==> src/sv/ppxc_pkg.sv <==
// ----------------------------------------------------------------------------
// Packet payload XOR cipher package
// Widths, register indexes and fixed constants shared by the cipher block
// and its channel interfaces.
// ----------------------------------------------------------------------------
package ppxc_pkg;

   localparam int BYTE_W   = 8;
   localparam int POS_W    = 16;
   localparam int SLOT_W   = 4;
   localparam int CSR_IDX_W  = 8;
   localparam int CSR_DATA_W = 64;

   typedef logic [BYTE_W-1:0]     byte_type;
   typedef logic [POS_W-1:0]      pos_type;
   typedef logic [SLOT_W-1:0]     slot_type;
   typedef logic [CSR_IDX_W-1:0]  csr_idx_type;
   typedef logic [CSR_DATA_W-1:0] csr_data_type;

   // Configuration register indexes.
   localparam csr_idx_type CSR_KEY_LOW  = csr_idx_type'(0);
   localparam csr_idx_type CSR_KEY_LAST = csr_idx_type'(1);

   // Header positions within a packet.
   localparam pos_type POS_FIRST   = pos_type'(0);
   localparam pos_type POS_LEN_HI  = pos_type'(1);
   localparam pos_type POS_LEN_LO  = pos_type'(2);
   localparam pos_type POS_ROUND   = pos_type'(4);
   localparam pos_type HEADER_LEN  = pos_type'(5);
   localparam pos_type LEN_LIMIT   = pos_type'(16'h8000);
   localparam pos_type POS_MAX     = pos_type'(16'hFFFF);

   // Number of key bytes and the index of the last one.
   localparam slot_type KEY_LEN      = slot_type'(9);
   localparam slot_type KEY_SLOT_TOP = slot_type'(8);

endpackage

==> src/sv/ppxc_if.sv <==
// ----------------------------------------------------------------------------
// Cipher channel interfaces
// Valid/ready channels for the input bytes, the result bytes and the
// configuration writes.
// ----------------------------------------------------------------------------
interface ppxc_req_if;
   logic               valid;
   logic               ready;
   ppxc_pkg::byte_type byte_in;
   logic               packet_start;

   modport source (output valid, output byte_in, output packet_start, input ready);
   modport sink   (input valid, input byte_in, input packet_start, output ready);
endinterface

interface ppxc_rsp_if;
   logic               valid;
   logic               ready;
   ppxc_pkg::byte_type byte_out;
   logic               was_ciphered;

   modport source (output valid, output byte_out, output was_ciphered, input ready);
   modport sink   (input valid, input byte_out, input was_ciphered, output ready);
endinterface

interface ppxc_csr_if;
   logic                   valid;
   logic                   ready;
   ppxc_pkg::csr_idx_type  index;
   ppxc_pkg::csr_data_type data;

   modport source (output valid, output index, output data, input ready);
   modport sink   (input valid, input index, input data, output ready);
endinterface

==> src/sv/packet_payload_xor_cipher.sv <==
// ----------------------------------------------------------------------------
// Packet payload XOR cipher
// A result appears on the response channel in the cycle after its input
// transfer. One byte per cycle while the receiver is ready; the single result
// register is the only stage and reloads in the same cycle its byte is taken.
// Reset (synchronous, active high) clears the key registers, the packet
// position, length, round byte, key slot, group number and length flag.
// ----------------------------------------------------------------------------
module packet_payload_xor_cipher (
   input  logic            clock,
   input  logic            reset,
   ppxc_req_if.sink        req_if,
   ppxc_rsp_if.source      rsp_if,
   ppxc_csr_if.sink        csr_if
);

   // Key storage. Key bytes 0 to 7 live in the low word, byte k in bits
   // 8k+7 down to 8k; the ninth key byte has a register of its own.
   logic [63:0]        key_low_ff;
   ppxc_pkg::byte_type key_last_ff;

   // Per-packet tracking state.
   ppxc_pkg::pos_type  pos_ff,    pos_in;
   ppxc_pkg::pos_type  len_ff,    len_in;
   ppxc_pkg::byte_type round_ff,  round_in;
   ppxc_pkg::slot_type slot_ff,   slot_in;
   ppxc_pkg::byte_type group_ff,  group_in;
   logic               len_ok_ff, len_ok_in;

   // Result register.
   logic               rsp_valid_ff;
   ppxc_pkg::byte_type rsp_byte_ff, rsp_byte_in;
   logic               rsp_ciph_ff, rsp_ciph_in;

   logic               req_fire;
   ppxc_pkg::pos_type  pos_cur;
   ppxc_pkg::slot_type slot_eff;
   ppxc_pkg::slot_type slot_nxt;
   ppxc_pkg::byte_type key_sel;
   ppxc_pkg::pos_type  len_full;
   logic               in_payload;

   // The configuration port never stalls.
   assign csr_if.ready = 1'b1;

   always_ff @(posedge clock) begin
      if (reset) begin
         key_low_ff  <= '0;
         key_last_ff <= '0;
      end else if (csr_if.valid) begin
         unique case (csr_if.index)
            ppxc_pkg::CSR_KEY_LOW:  key_low_ff  <= csr_if.data;
            ppxc_pkg::CSR_KEY_LAST: key_last_ff <= csr_if.data[7:0];
            default: ;
         endcase
      end
   end

   // A new byte is taken whenever the result register is empty or its
   // current content leaves in this same cycle.
   assign req_if.ready = !rsp_valid_ff || rsp_if.ready;
   assign req_fire     = req_if.valid && req_if.ready;

   // A start flag forces position zero; otherwise the tracked position holds.
   assign pos_cur = req_if.packet_start ? ppxc_pkg::POS_FIRST : pos_ff;

   // The slot stays within 0 to 8 by construction; anything else folds to 0.
   assign slot_eff = (slot_ff < ppxc_pkg::KEY_LEN) ? slot_ff : '0;

   always_comb begin
      if (slot_eff == ppxc_pkg::KEY_SLOT_TOP) begin
         key_sel = key_last_ff;
      end else begin
         key_sel = key_low_ff[{slot_eff[2:0], 3'b000} +: 8];
      end
   end

   assign in_payload = (pos_cur >= ppxc_pkg::HEADER_LEN) && len_ok_ff && (pos_cur < len_ff);
   assign slot_nxt   = slot_eff + ppxc_pkg::slot_type'(1);
   assign len_full   = {len_ff[15:8], req_if.byte_in};

   always_comb begin
      pos_in      = pos_ff;
      len_in      = len_ff;
      round_in    = round_ff;
      slot_in     = slot_ff;
      group_in    = group_ff;
      len_ok_in   = len_ok_ff;
      rsp_byte_in = req_if.byte_in;
      rsp_ciph_in = 1'b0;

      if (pos_cur == ppxc_pkg::POS_FIRST) begin
         slot_in   = '0;
         group_in  = '0;
         len_ok_in = 1'b0;
      end else if (pos_cur == ppxc_pkg::POS_LEN_HI) begin
         len_in = {req_if.byte_in, 8'h00};
      end else if (pos_cur == ppxc_pkg::POS_LEN_LO) begin
         len_in    = len_full;
         len_ok_in = (len_full >= ppxc_pkg::HEADER_LEN) && (len_full < ppxc_pkg::LEN_LIMIT);
      end else if (pos_cur == ppxc_pkg::POS_ROUND) begin
         round_in = req_if.byte_in;
      end else if (in_payload) begin
         // Key byte first, then the group number unless it equals the
         // round byte, then the round byte itself.
         rsp_byte_in = req_if.byte_in ^ key_sel ^ round_ff ^
                       ((group_ff != round_ff) ? group_ff : 8'h00);
         rsp_ciph_in = 1'b1;
         if (slot_nxt >= ppxc_pkg::KEY_LEN) begin
            slot_in  = '0;
            group_in = group_ff + 8'd1;
         end else begin
            slot_in = slot_nxt;
         end
      end

      // The position saturates so a very long stream never wraps back into
      // the header region.
      pos_in = (pos_cur < ppxc_pkg::POS_MAX) ? pos_cur + ppxc_pkg::pos_type'(1) : pos_cur;
   end

   always_ff @(posedge clock) begin
      if (reset) begin
         pos_ff    <= '0;
         len_ff    <= '0;
         round_ff  <= '0;
         slot_ff   <= '0;
         group_ff  <= '0;
         len_ok_ff <= 1'b0;
      end else if (req_fire) begin
         pos_ff    <= pos_in;
         len_ff    <= len_in;
         round_ff  <= round_in;
         slot_ff   <= slot_in;
         group_ff  <= group_in;
         len_ok_ff <= len_ok_in;
      end
   end

   always_ff @(posedge clock) begin
      if (reset) begin
         rsp_valid_ff <= 1'b0;
      end else if (req_fire) begin
         rsp_valid_ff <= 1'b1;
      end else if (rsp_if.ready) begin
         rsp_valid_ff <= 1'b0;
      end
   end

   always_ff @(posedge clock) begin
      if (req_fire) begin
         rsp_byte_ff <= rsp_byte_in;
         rsp_ciph_ff <= rsp_ciph_in;
      end
   end

   assign rsp_if.valid        = rsp_valid_ff;
   assign rsp_if.byte_out     = rsp_byte_ff;
   assign rsp_if.was_ciphered = rsp_ciph_ff;

   // The key slot never leaves the range of the nine key bytes.
   a_slot_range: assert property (@(posedge clock) disable iff (reset)
      slot_ff < ppxc_pkg::KEY_LEN)
      else $error("key slot out of range");

   // Every accepted byte yields a result in the following cycle.
   a_rsp_follows: assert property (@(posedge clock) disable iff (reset)
      req_fire |=> rsp_valid_ff)
      else $error("accepted byte produced no result");

   // Header bytes are never ciphered.
   a_header_clear: assert property (@(posedge clock) disable iff (reset)
      (req_fire && pos_cur < ppxc_pkg::HEADER_LEN) |=> !rsp_ciph_ff)
      else $error("header byte marked as ciphered");

   // Ciphering requires an accepted length.
   a_len_needed: assert property (@(posedge clock) disable iff (reset)
      (req_fire && rsp_ciph_in) |-> len_ok_ff)
      else $error("byte ciphered without a valid length");

endmodule

==> src/flat_wrapper.sv <==
// flat-port wrapper written by rule: the top's interface ports become plain ports
module packet_payload_xor_cipher_flat 
  (clock, reset, req_if_valid, req_if_byte_in, req_if_packet_start, req_if_ready, rsp_if_valid, rsp_if_byte_out, rsp_if_was_ciphered, rsp_if_ready, csr_if_valid, csr_if_index, csr_if_data, csr_if_ready);
  ppxc_req_if req_if_i ();
  ppxc_rsp_if rsp_if_i ();
  ppxc_csr_if csr_if_i ();
  input  logic clock;
  input  logic reset;
  input wire logic [$bits(req_if_i.valid)-1:0] req_if_valid;
  input wire logic [$bits(req_if_i.byte_in)-1:0] req_if_byte_in;
  input wire logic [$bits(req_if_i.packet_start)-1:0] req_if_packet_start;
  output wire logic [$bits(req_if_i.ready)-1:0] req_if_ready;
  output wire logic [$bits(rsp_if_i.valid)-1:0] rsp_if_valid;
  output wire logic [$bits(rsp_if_i.byte_out)-1:0] rsp_if_byte_out;
  output wire logic [$bits(rsp_if_i.was_ciphered)-1:0] rsp_if_was_ciphered;
  input wire logic [$bits(rsp_if_i.ready)-1:0] rsp_if_ready;
  input wire logic [$bits(csr_if_i.valid)-1:0] csr_if_valid;
  input wire logic [$bits(csr_if_i.index)-1:0] csr_if_index;
  input wire logic [$bits(csr_if_i.data)-1:0] csr_if_data;
  output wire logic [$bits(csr_if_i.ready)-1:0] csr_if_ready;
  assign req_if_i.valid = req_if_valid;
  assign req_if_i.byte_in = req_if_byte_in;
  assign req_if_i.packet_start = req_if_packet_start;
  assign req_if_ready = req_if_i.ready;
  assign rsp_if_valid = rsp_if_i.valid;
  assign rsp_if_byte_out = rsp_if_i.byte_out;
  assign rsp_if_was_ciphered = rsp_if_i.was_ciphered;
  assign rsp_if_i.ready = rsp_if_ready;
  assign csr_if_i.valid = csr_if_valid;
  assign csr_if_i.index = csr_if_index;
  assign csr_if_i.data = csr_if_data;
  assign csr_if_ready = csr_if_i.ready;
  packet_payload_xor_cipher u_core (.clock(clock), .reset(reset), .req_if(req_if_i), .rsp_if(rsp_if_i), .csr_if(csr_if_i));
endmodule
==> config.mk <==
export PLATFORM = sky130hd
export DESIGN_NAME = packet_payload_xor_cipher_flat
export DESIGN_NICKNAME = d
export VERILOG_FILES = /design/src/sv/ppxc_pkg.sv /design/src/sv/ppxc_if.sv /design/src/sv/packet_payload_xor_cipher.sv /design/src/flat_wrapper.sv
export SDC_FILE = /design/constraint.sdc
export NUM_CORES = 1
export LEC_CHECK = 0
export BUFFER_PORTS_ARGS = -buffer_cell sky130_fd_sc_hd__buf_2
export CAP_MARGIN = 15
export CORE_ASPECT_RATIO = 0.7
export CORE_MARGIN = 3
export CORE_UTILIZATION = 58
export CTS_CLUSTER_DIAMETER = 50
export DETAILED_ROUTE_END_ITERATION = 8
export GPL_TIMING_DRIVEN = 0
export PLACE_DENSITY = 0.89
export SYNTH_ARGS = -nofsm -noshare
export SYNTH_HDL_FRONTEND = slang
export SYNTH_SLANG_ARGS = --single-unit
==> constraint.sdc <==
create_clock -name clock -period 4.9 [get_ports clock]
set_input_delay 0 -clock clock [delete_from_list [all_inputs] [get_ports clock]]
set_output_delay 0 -clock clock [all_outputs]
set_load 0.02 [all_outputs]
# --- Word-level counts from Yosys, hierarchy flattened ---
# Index checks and enable logic that the tools add are counted.
op_classes:
  n_addsub: 3
  n_lt_le_gt_ge: 7
  bitwise: 6
  n_reduce_logical: 22
  n_shift: 1
  muxes: 30
  n_eq_ne: 9
ops:
  columns: ["cell", "count"]
  rows:
  - ["2-to-1 mux 8 bit", 14]
  - ["indexed part select 64 x 7 -> 8 bit", 1]
  - ["2-to-1 mux 16 bit", 3]
  - ["greater-or-equal comparator 16 x 3 -> 1 bit (second input constant)", 2]
  - ["< comparator 16 bit (second input constant)", 2]
  - ["2-to-1 mux 4 bit", 7]
  - ["XOR 8 bit", 3]
  - ["adder 16 x 1 -> 16 bit (second input constant)", 1]
  - ["== test 16 x 1 -> 1 bit (second input constant)", 1]
  - ["== test 16 x 2 -> 1 bit (second input constant)", 1]
  - ["== test 16 x 3 -> 1 bit (second input constant)", 1]
  - ["zero test 16 bit", 1]
  - ["< comparator 16 bit", 1]
  - ["AND reduction 5 bit", 2]
  - ["nonzero test 2 bit", 5]
  - ["AND reduction 3 bit", 3]
  - ["adder 8 x 1 -> 8 bit (second input constant)", 1]
  - ["== test 8 x 1 -> 1 bit (second input constant)", 1]
  - ["zero test 8 bit", 1]
  - ["!= test 8 bit", 1]
  - ["2-to-1 mux 1 bit", 6]
  - ["!= test 2 x 1 -> 1 bit (second input constant)", 3]
  - ["AND reduction 6 bit", 1]
  - ["adder 4 x 1 -> 4 bit (second input constant)", 1]
  - ["other kinds (9)", 15]
word_totals:
  output_inout_bits: 12
  input_bits: 86
  word_cells: 90
  ff_bits: 135

# --- Longest topological paths before layout ---
depth:
  word_depth: 12
  ltp_mapped: 13
  mapped_depth_nobuf: 10

# --- Least setup slack after synthesis ---
# Ideal clock, no wire load.
synth_path:
  kind: "input to register"
  startpoint: "input port req_if_packet_start"
  endpoint: "register u_core.rsp_byte_ff[0], in the netlist u_core.rsp_if.byte_out[0] (data pin)"
  arrival_ns: 2.568
  required_ns: 4.642
  setup_time_ns: 0.258
  stages: 12
  path_slack_ns: 2.075
  n_path_buf: 3
  path_cell_list: "buf_6 > clkbuf_1 > clkbuf_1 > nor2b_1 > ha_1 > and3_1 > o211ai_2 > a31oi_1 > or3_4 > a2111oi_4 > nand2_1 > xnor2_1"
synth_between:
  elab_chain_cells: 9
  word_cells_on_any_way: 14
  classes_between: "2 x order compare; 3 x eq/ne; 6 x mux; 3 x reduce/logical"
synth_lines:
  columns: ["item", "line_no", "source"]
  rows:
  - ["start: declaration", "flat_wrapper.sv:11", "input wire logic [$bits(req_if_i.packet_start)-1:0] req_if_packet_start;"]
  - ["2-to-1 mux 16 bit (*)", "packet_payload_xor_cipher.sv:65", "assign pos_cur = req_if.packet_start ? ppxc_pkg::POS_FIRST : pos_ff;"]
  - ["greater-or-equal comparator 16 x 3 -> 1 bit", "packet_payload_xor_cipher.sv:78", "assign in_payload = (pos_cur >= ppxc_pkg::HEADER_LEN) && len_ok_ff && (pos_cur < len_ff);"]
  - ["logical AND 1 bit (2 in series)", "packet_payload_xor_cipher.sv:78", null]
  - ["2-to-1 mux 8 bit", "packet_payload_xor_cipher.sv:103", "end else if (in_payload) begin"]
  - ["2-to-1 mux 8 bit", "packet_payload_xor_cipher.sv:101", "end else if (pos_cur == ppxc_pkg::POS_ROUND) begin"]
  - ["2-to-1 mux 8 bit", "packet_payload_xor_cipher.sv:98", "end else if (pos_cur == ppxc_pkg::POS_LEN_LO) begin"]
  - ["2-to-1 mux 8 bit", "packet_payload_xor_cipher.sv:96", "end else if (pos_cur == ppxc_pkg::POS_LEN_HI) begin"]
  - ["2-to-1 mux 8 bit (*)", "packet_payload_xor_cipher.sv:92", "if (pos_cur == ppxc_pkg::POS_FIRST) begin"]
  - ["net u_core.rsp_byte_in[0]", "packet_payload_xor_cipher.sv:32", "ppxc_pkg::byte_type rsp_byte_ff, rsp_byte_in;"]
  - ["end signal: assignment", "packet_payload_xor_cipher.sv:152", "rsp_byte_ff <= rsp_byte_in;"]
  - ["end: declaration", "packet_payload_xor_cipher.sv:32", null]
# Mark *: on every way through the listed nets, which the timed path passes. The rest lies on a longest branch.
# A chain may end at the register's enable or synchronous reset.

# --- Worst setup path in the final report ---
layout_path:
  startpoint: "register u_core.slot_ff[1]"
  endpoint: "register u_core.rsp_byte_ff[6], in the netlist u_core.rsp_if.byte_out[6] (data pin)"
layout_between:
  elab_chain_cells: 12
  word_cells_on_any_way: 13
  classes_between: "1 x order compare; 1 x eq/ne; 1 x shift; 7 x mux; 3 x bitwise"
layout_lines:
  columns: ["item", "line_no", "source"]
  rows:
  - ["start: declaration", "packet_payload_xor_cipher.sv:26", "ppxc_pkg::slot_type slot_ff, slot_in;"]
  - ["start signal: assignment", "packet_payload_xor_cipher.sv:134", "slot_ff <= slot_in;"]
  - ["< comparator 4 bit", "packet_payload_xor_cipher.sv:68", "assign slot_eff = (slot_ff < ppxc_pkg::KEY_LEN) ? slot_ff : '0;"]
  - ["2-to-1 mux 4 bit (*)", "packet_payload_xor_cipher.sv:68", null]
  - ["indexed part select 64 x 7 -> 8 bit or == test 4 bit (tied branches)", "packet_payload_xor_cipher.sv:74, packet_payload_xor_cipher.sv:71", null]
  - ["2-to-1 mux 8 bit (*)", "packet_payload_xor_cipher.sv:71", "if (slot_eff == ppxc_pkg::KEY_SLOT_TOP) begin"]
  - ["XOR 8 bit (*) (3 in series)", "packet_payload_xor_cipher.sv:106", "rsp_byte_in = req_if.byte_in ^ key_sel ^ round_ff ^"]
  - ["2-to-1 mux 8 bit (*)", "packet_payload_xor_cipher.sv:103", null]
  - ["2-to-1 mux 8 bit (*)", "packet_payload_xor_cipher.sv:101", null]
  - ["2-to-1 mux 8 bit (*)", "packet_payload_xor_cipher.sv:98", null]
  - ["2-to-1 mux 8 bit (*)", "packet_payload_xor_cipher.sv:96", null]
  - ["2-to-1 mux 8 bit (*)", "packet_payload_xor_cipher.sv:92", null]
  - ["net u_core.rsp_byte_in[6]", "packet_payload_xor_cipher.sv:32", null]
# Marked as above.

==> results.py <==
metrics = {
    "timing": {
        "post-route-min-period_ns": 3.38,
        "relSlewSlack_pct": 26.7,
        "finalWorstSetupSlack_ns": 1.52,
        "drv_slew": 0,
        "max_freq_ghz": 0.296,
        "min_period_over_period_pct": 69.0,
        "hold_viol": 0,
        "fin_tns_setup_ns": 0,
        "skew_ns": 0.00696,
        "finalSetupViolations": 0,
        "rsz0062_at_grt": "no",
        "tightest_slew_ns": 1.09,
    },
    "power": {
        "vdd_drop_max_mv": 0.291,
        "power_density_mw_per_mm2": 286,
        "finalPower_mw": 2.55,
        "leakage_nw": 3.25,
    },
    "drt": {
        "drc": 0,
        "wirelength_um": 21600,
        "dr_total_vias": 7115,
        "detail-route-antenna-nets": 0,
        "drt_iter0_markers": 924,
        "dr.pass1.iters": 5,
        "avgRoutedWirePerCell_um": 18.2,
        "vias_per_cell": 5.98,
    },
    "critical_path": {
        "r2r-end": "u_core.rsp_if.byte_out[6]",
        "required_ns": 5.07,
        "cpPeakStageDelay_ns": 0.52,
        "worst-setup-path-type": "reg -> reg",
        "critPathMaxFanout": 10,
        "start_kind": "register",
        "crit_end": "u_core.rsp_if.byte_out[6]",
        "critPathCaptureType": "register",
        "startpoint": "u_core.slot_ff[1]",
        "reg2reg_depth": 12,
        "r2r_start": "u_core.slot_ff[1]",
        "rrSetupSlack_ns": 1.52,
        "slowest_stage": "nor2_1",
        "crit_arrival_ns": 3.56,
        "path_cells": "nor2b_1, buf_2, buf_2, inv_1, ha_1, and2_1, clkbuf_2, nor2_1, a221oi_1, xnor2_1, nand2_1, xnor2_1",
    },
    "clock_network": {
        "cts_setup_buffers": 0,
        "clkLatencyLatePin_ns": 0.43,
        "cts_made_buffers": 17,
        "clockBufferDepth": 2,
        "htreeDepth": 4,
        "cts_resized": 0,
        "clkTransAtPathRegs_ns": 0.06,
        "root_buffer": "clkbuf_16",
        "cts_tree": "done",
        "cts_num_sinks": 135,
    },
    "floorplanning": {
        "die_h_um": 97.5,
        "rows": 32,
        "dieArea_mm2": 0.0133,
        "io_pins": 98,
        "die_w_um": 137,
        "core_area_mm2": 0.0113,
        "initial_core_util_pct": 61.3,
    },
    "logic_synthesis": {
        "synth_enable_flop_cells": 9,
        "ys_ff_latch": 135,
        "syn-num-nets": 939,
        "synth_area_mm2": 0.00694,
        "synth_async_sr_flop_share_pct": 0,
        "yosys_warnings": 0,
        "seq_area_frac_synth_pct": 40.2,
        "ys_types": 71,
        "synthFlopType": "dfxtp_1",
        "netlist_instances": 835,
        "syn_avg_cell_area_um2": 8.31,
    },
    "global_routing": {
        "grtUsageTotal_pct": 33.3,
        "grt_pass1_wl_um": 34900,
        "overflow": 0,
        "grt_pass1_vias": 7035,
        "antenna_found_initial": 0,
        "grt_max_degree": 19,
    },
    "finish": {
        "layout-drive-gt1-share_pct": 16.4,
        "fill_cells": 695,
        "fin_area_mm2": 0.00891,
        "n_antenna_cell": 0,
        "nNetsFinal": 1127,
        "areaGrowthSynthToFinish_pct": 28.4,
    },
    "placed_design": {
        "dpl_worst_slack_ns": 1.31,
        "dp_hpwl_um": 13800,
        "io_buffers": 95,
        "gp_congestion": 0.913,
        "dpl-instance-area_mm2": 0.00761,
    },
    "min_path": {
        "hp-class": "in -> reg",
        "min-delay-start": "reset",
    },
    "run": {
        "drv_cap": 0,
    },
    "outcome": {
        "outcome": "finished clean",
    },
}
[metrics by stage]
| stage | hold slack (ns) | utilization [%] | cells |
|---|---|---|---|
| finish | 0.136 | 78.7 | 1189 |
| global route | 0.160 | 78.7 | 1189 |
| CTS | 0.107 | 78.7 | 1189 |
| detailed placement | 0.246 | 67.1 | 1083 |
| global placement | 0.244 | 67.1 | 1083 |
| floorplan | 0.129 | - | 835 |
[where the power goes]
group | internal (mW) | switching, mW | total (mW)
clock network | 0.713 | 0.512 | 1.23
registers | 1.12 | 0.00561 | 1.12
logic | 0.0941 | 0.108 | 0.202
total | 1.93 | 0.626 | 2.55
[kinds of logic (layout without fill, tap and decap cells)]
kind of cell             after synthesis  in the layout  synth area share (%)
AO/OA/AOI/OAI                        175            175                  16.1
buffers and inverters                 76            277                  4.43
other                                  1              1                0.0540
XOR/XNOR                              30             30                  3.79
multiplexers                          46             46                  8.09
flip-flops                           135            135                  40.2
AND/OR/NAND/NOR                      353            353                  23.9
adder cells (fa/ha/maj)               19             19                  3.41
[cell usage after synthesis (2+ instances only)]
master / instances / area [um2]
nand2_1: 190 / 713
dfxtp_1: 126 / 2520
a21oi_1: 98 / 490
nor2_1: 62 / 233
mux2i_1: 37 / 370
clkbuf_1: 33 / 124
inv_1: 30 / 113
xnor2_1: 20 / 175
ha_1: 18 / 225
nor2b_1: 17 / 106
nand2b_1: 14 / 87.6
nand3_1: 13 / 65.1
o22ai_1: 13 / 81.3
and2_1: 10 / 62.6
xor2_1: 10 / 87.6
a22oi_1: 9 / 67.6
edfxtp_1: 9 / 270
o21ai_0: 9 / 45.0
a221oi_1: 8 / 70.1
buf_2: 8 / 40.0
mux4_2: 8 / 180
nor3_1: 8 / 40.0
nor4_1: 7 / 43.8
and3_1: 4 / 25.0
o31ai_1: 4 / 30.0
a2111oi_1: 3 / 30.0
nand4_1: 3 / 18.8
nand4b_1: 3 / 26.3
nor4b_1: 3 / 26.3
o21ai_1: 3 / 15.0
o32ai_1: 3 / 26.3
a211oi_1: 2 / 15.0
a211oi_2: 2 / 25.0
a21o_1: 2 / 15.0
a31oi_1: 2 / 12.5
a41oi_1: 2 / 17.5
and4_1: 2 / 17.5
nor2_2: 2 / 12.5
nor4_4: 2 / 42.5
o211ai_2: 2 / 25.0
o21bai_1: 2 / 15.0
o31a_1: 2 / 17.5
or3_1: 2 / 12.5
[critical path, delay by kind of cell (launching register included)]
family | cells | cell delay [ns]
fa+ha+maj | 1 | 0.22
flops | 1 | 0.41
compound gates | 1 | 0.26
buf+inv | 4 | 0.91
simple gates | 4 | 0.93
xor+xnor | 2 | 0.40
[layer usage]
metal  vias to the layer above  GRT usage (%)  part of all wire [%]
li1                       3270              -                     -
met1                      3232           44.4                    40
met2                       512           51.1                    44
met3                       101           8.33                    12
met4                         0           14.3                   4.1
met5                         -              0                     0
[layout make-up]
cell class | instances | area, um2 | area share (%)
multi-input cells | 624 | 3840 | 43.1
clock buffers | 18 | 439 | 4.93
clock inverters | 14 | 126 | 1.42
repair buffers | 169 | 1220 | 13.6
inverters | 31 | 116 | 1.31
plain buffers | 45 | 191 | 2.15
well taps | 153 | 191 | 2.15
flip-flops and latches | 135 | 2790 | 31.3
[state kept, by name, indices dropped and copies added (netlist names)]
register                    cells
u_core.len_ff                  16
u_core.rsp_if.was_ciphered      1
u_core.round_ff                 8
u_core.pos_ff                  16
u_core.key_last_ff              8
u_core.rsp_if.byte_out          8
u_core.slot_ff                  4
u_core.group_ff                 8
u_core.key_low_ff              64
u_core.rsp_if.valid             1
u_core.len_ok_ff                1
[repair_timing]
action	in CTS	in global routing
setup endpoints to repair	0	0
hold buffers	74	0
hold endpoints to repair	105	0
[cell usage in the layout, fill, tap and decap left out, drive strengths merged, types with 4 or more instances in the layout]
| cell type | instances |
|---|---|
| nor2b | 18 |
| nor3 | 8 |
| clkinv | 7 |
| a21oi | 99 |
| nand3 | 13 |
| a221oi | 8 |
| xor2 | 10 |
| o22ai | 13 |
| nand4 | 4 |
| nor4b | 4 |
| o21ai | 13 |
| and3 | 4 |
| and2 | 10 |
| nor4 | 10 |
| nor2 | 64 |
| nand2 | 190 |
| inv | 34 |
| nand2b | 15 |
| dlygate4sd3 | 74 |
| buf | 106 |
| dfxtp | 126 |
| a211oi | 4 |
| clkbuf | 52 |
| mux4 | 8 |
| o31ai | 4 |
| edfxtp | 9 |
| ha | 18 |
| a22oi | 9 |
| a2111oi | 5 |
| xnor2 | 20 |
| mux2i | 37 |
[worst min path at each step]
stage,endpoint,cells past startpoint
after CTS,u_core.slot_ff[2],3
after global placement,u_core.key_low_ff[12],3
after floorplan,u_core.rsp_if.valid,2
after global routing,u_core.key_low_ff[1],4
after detailed placement,u_core.key_low_ff[36],3
final,u_core.slot_ff[2],3
Power figures use the tool's default switching activity.
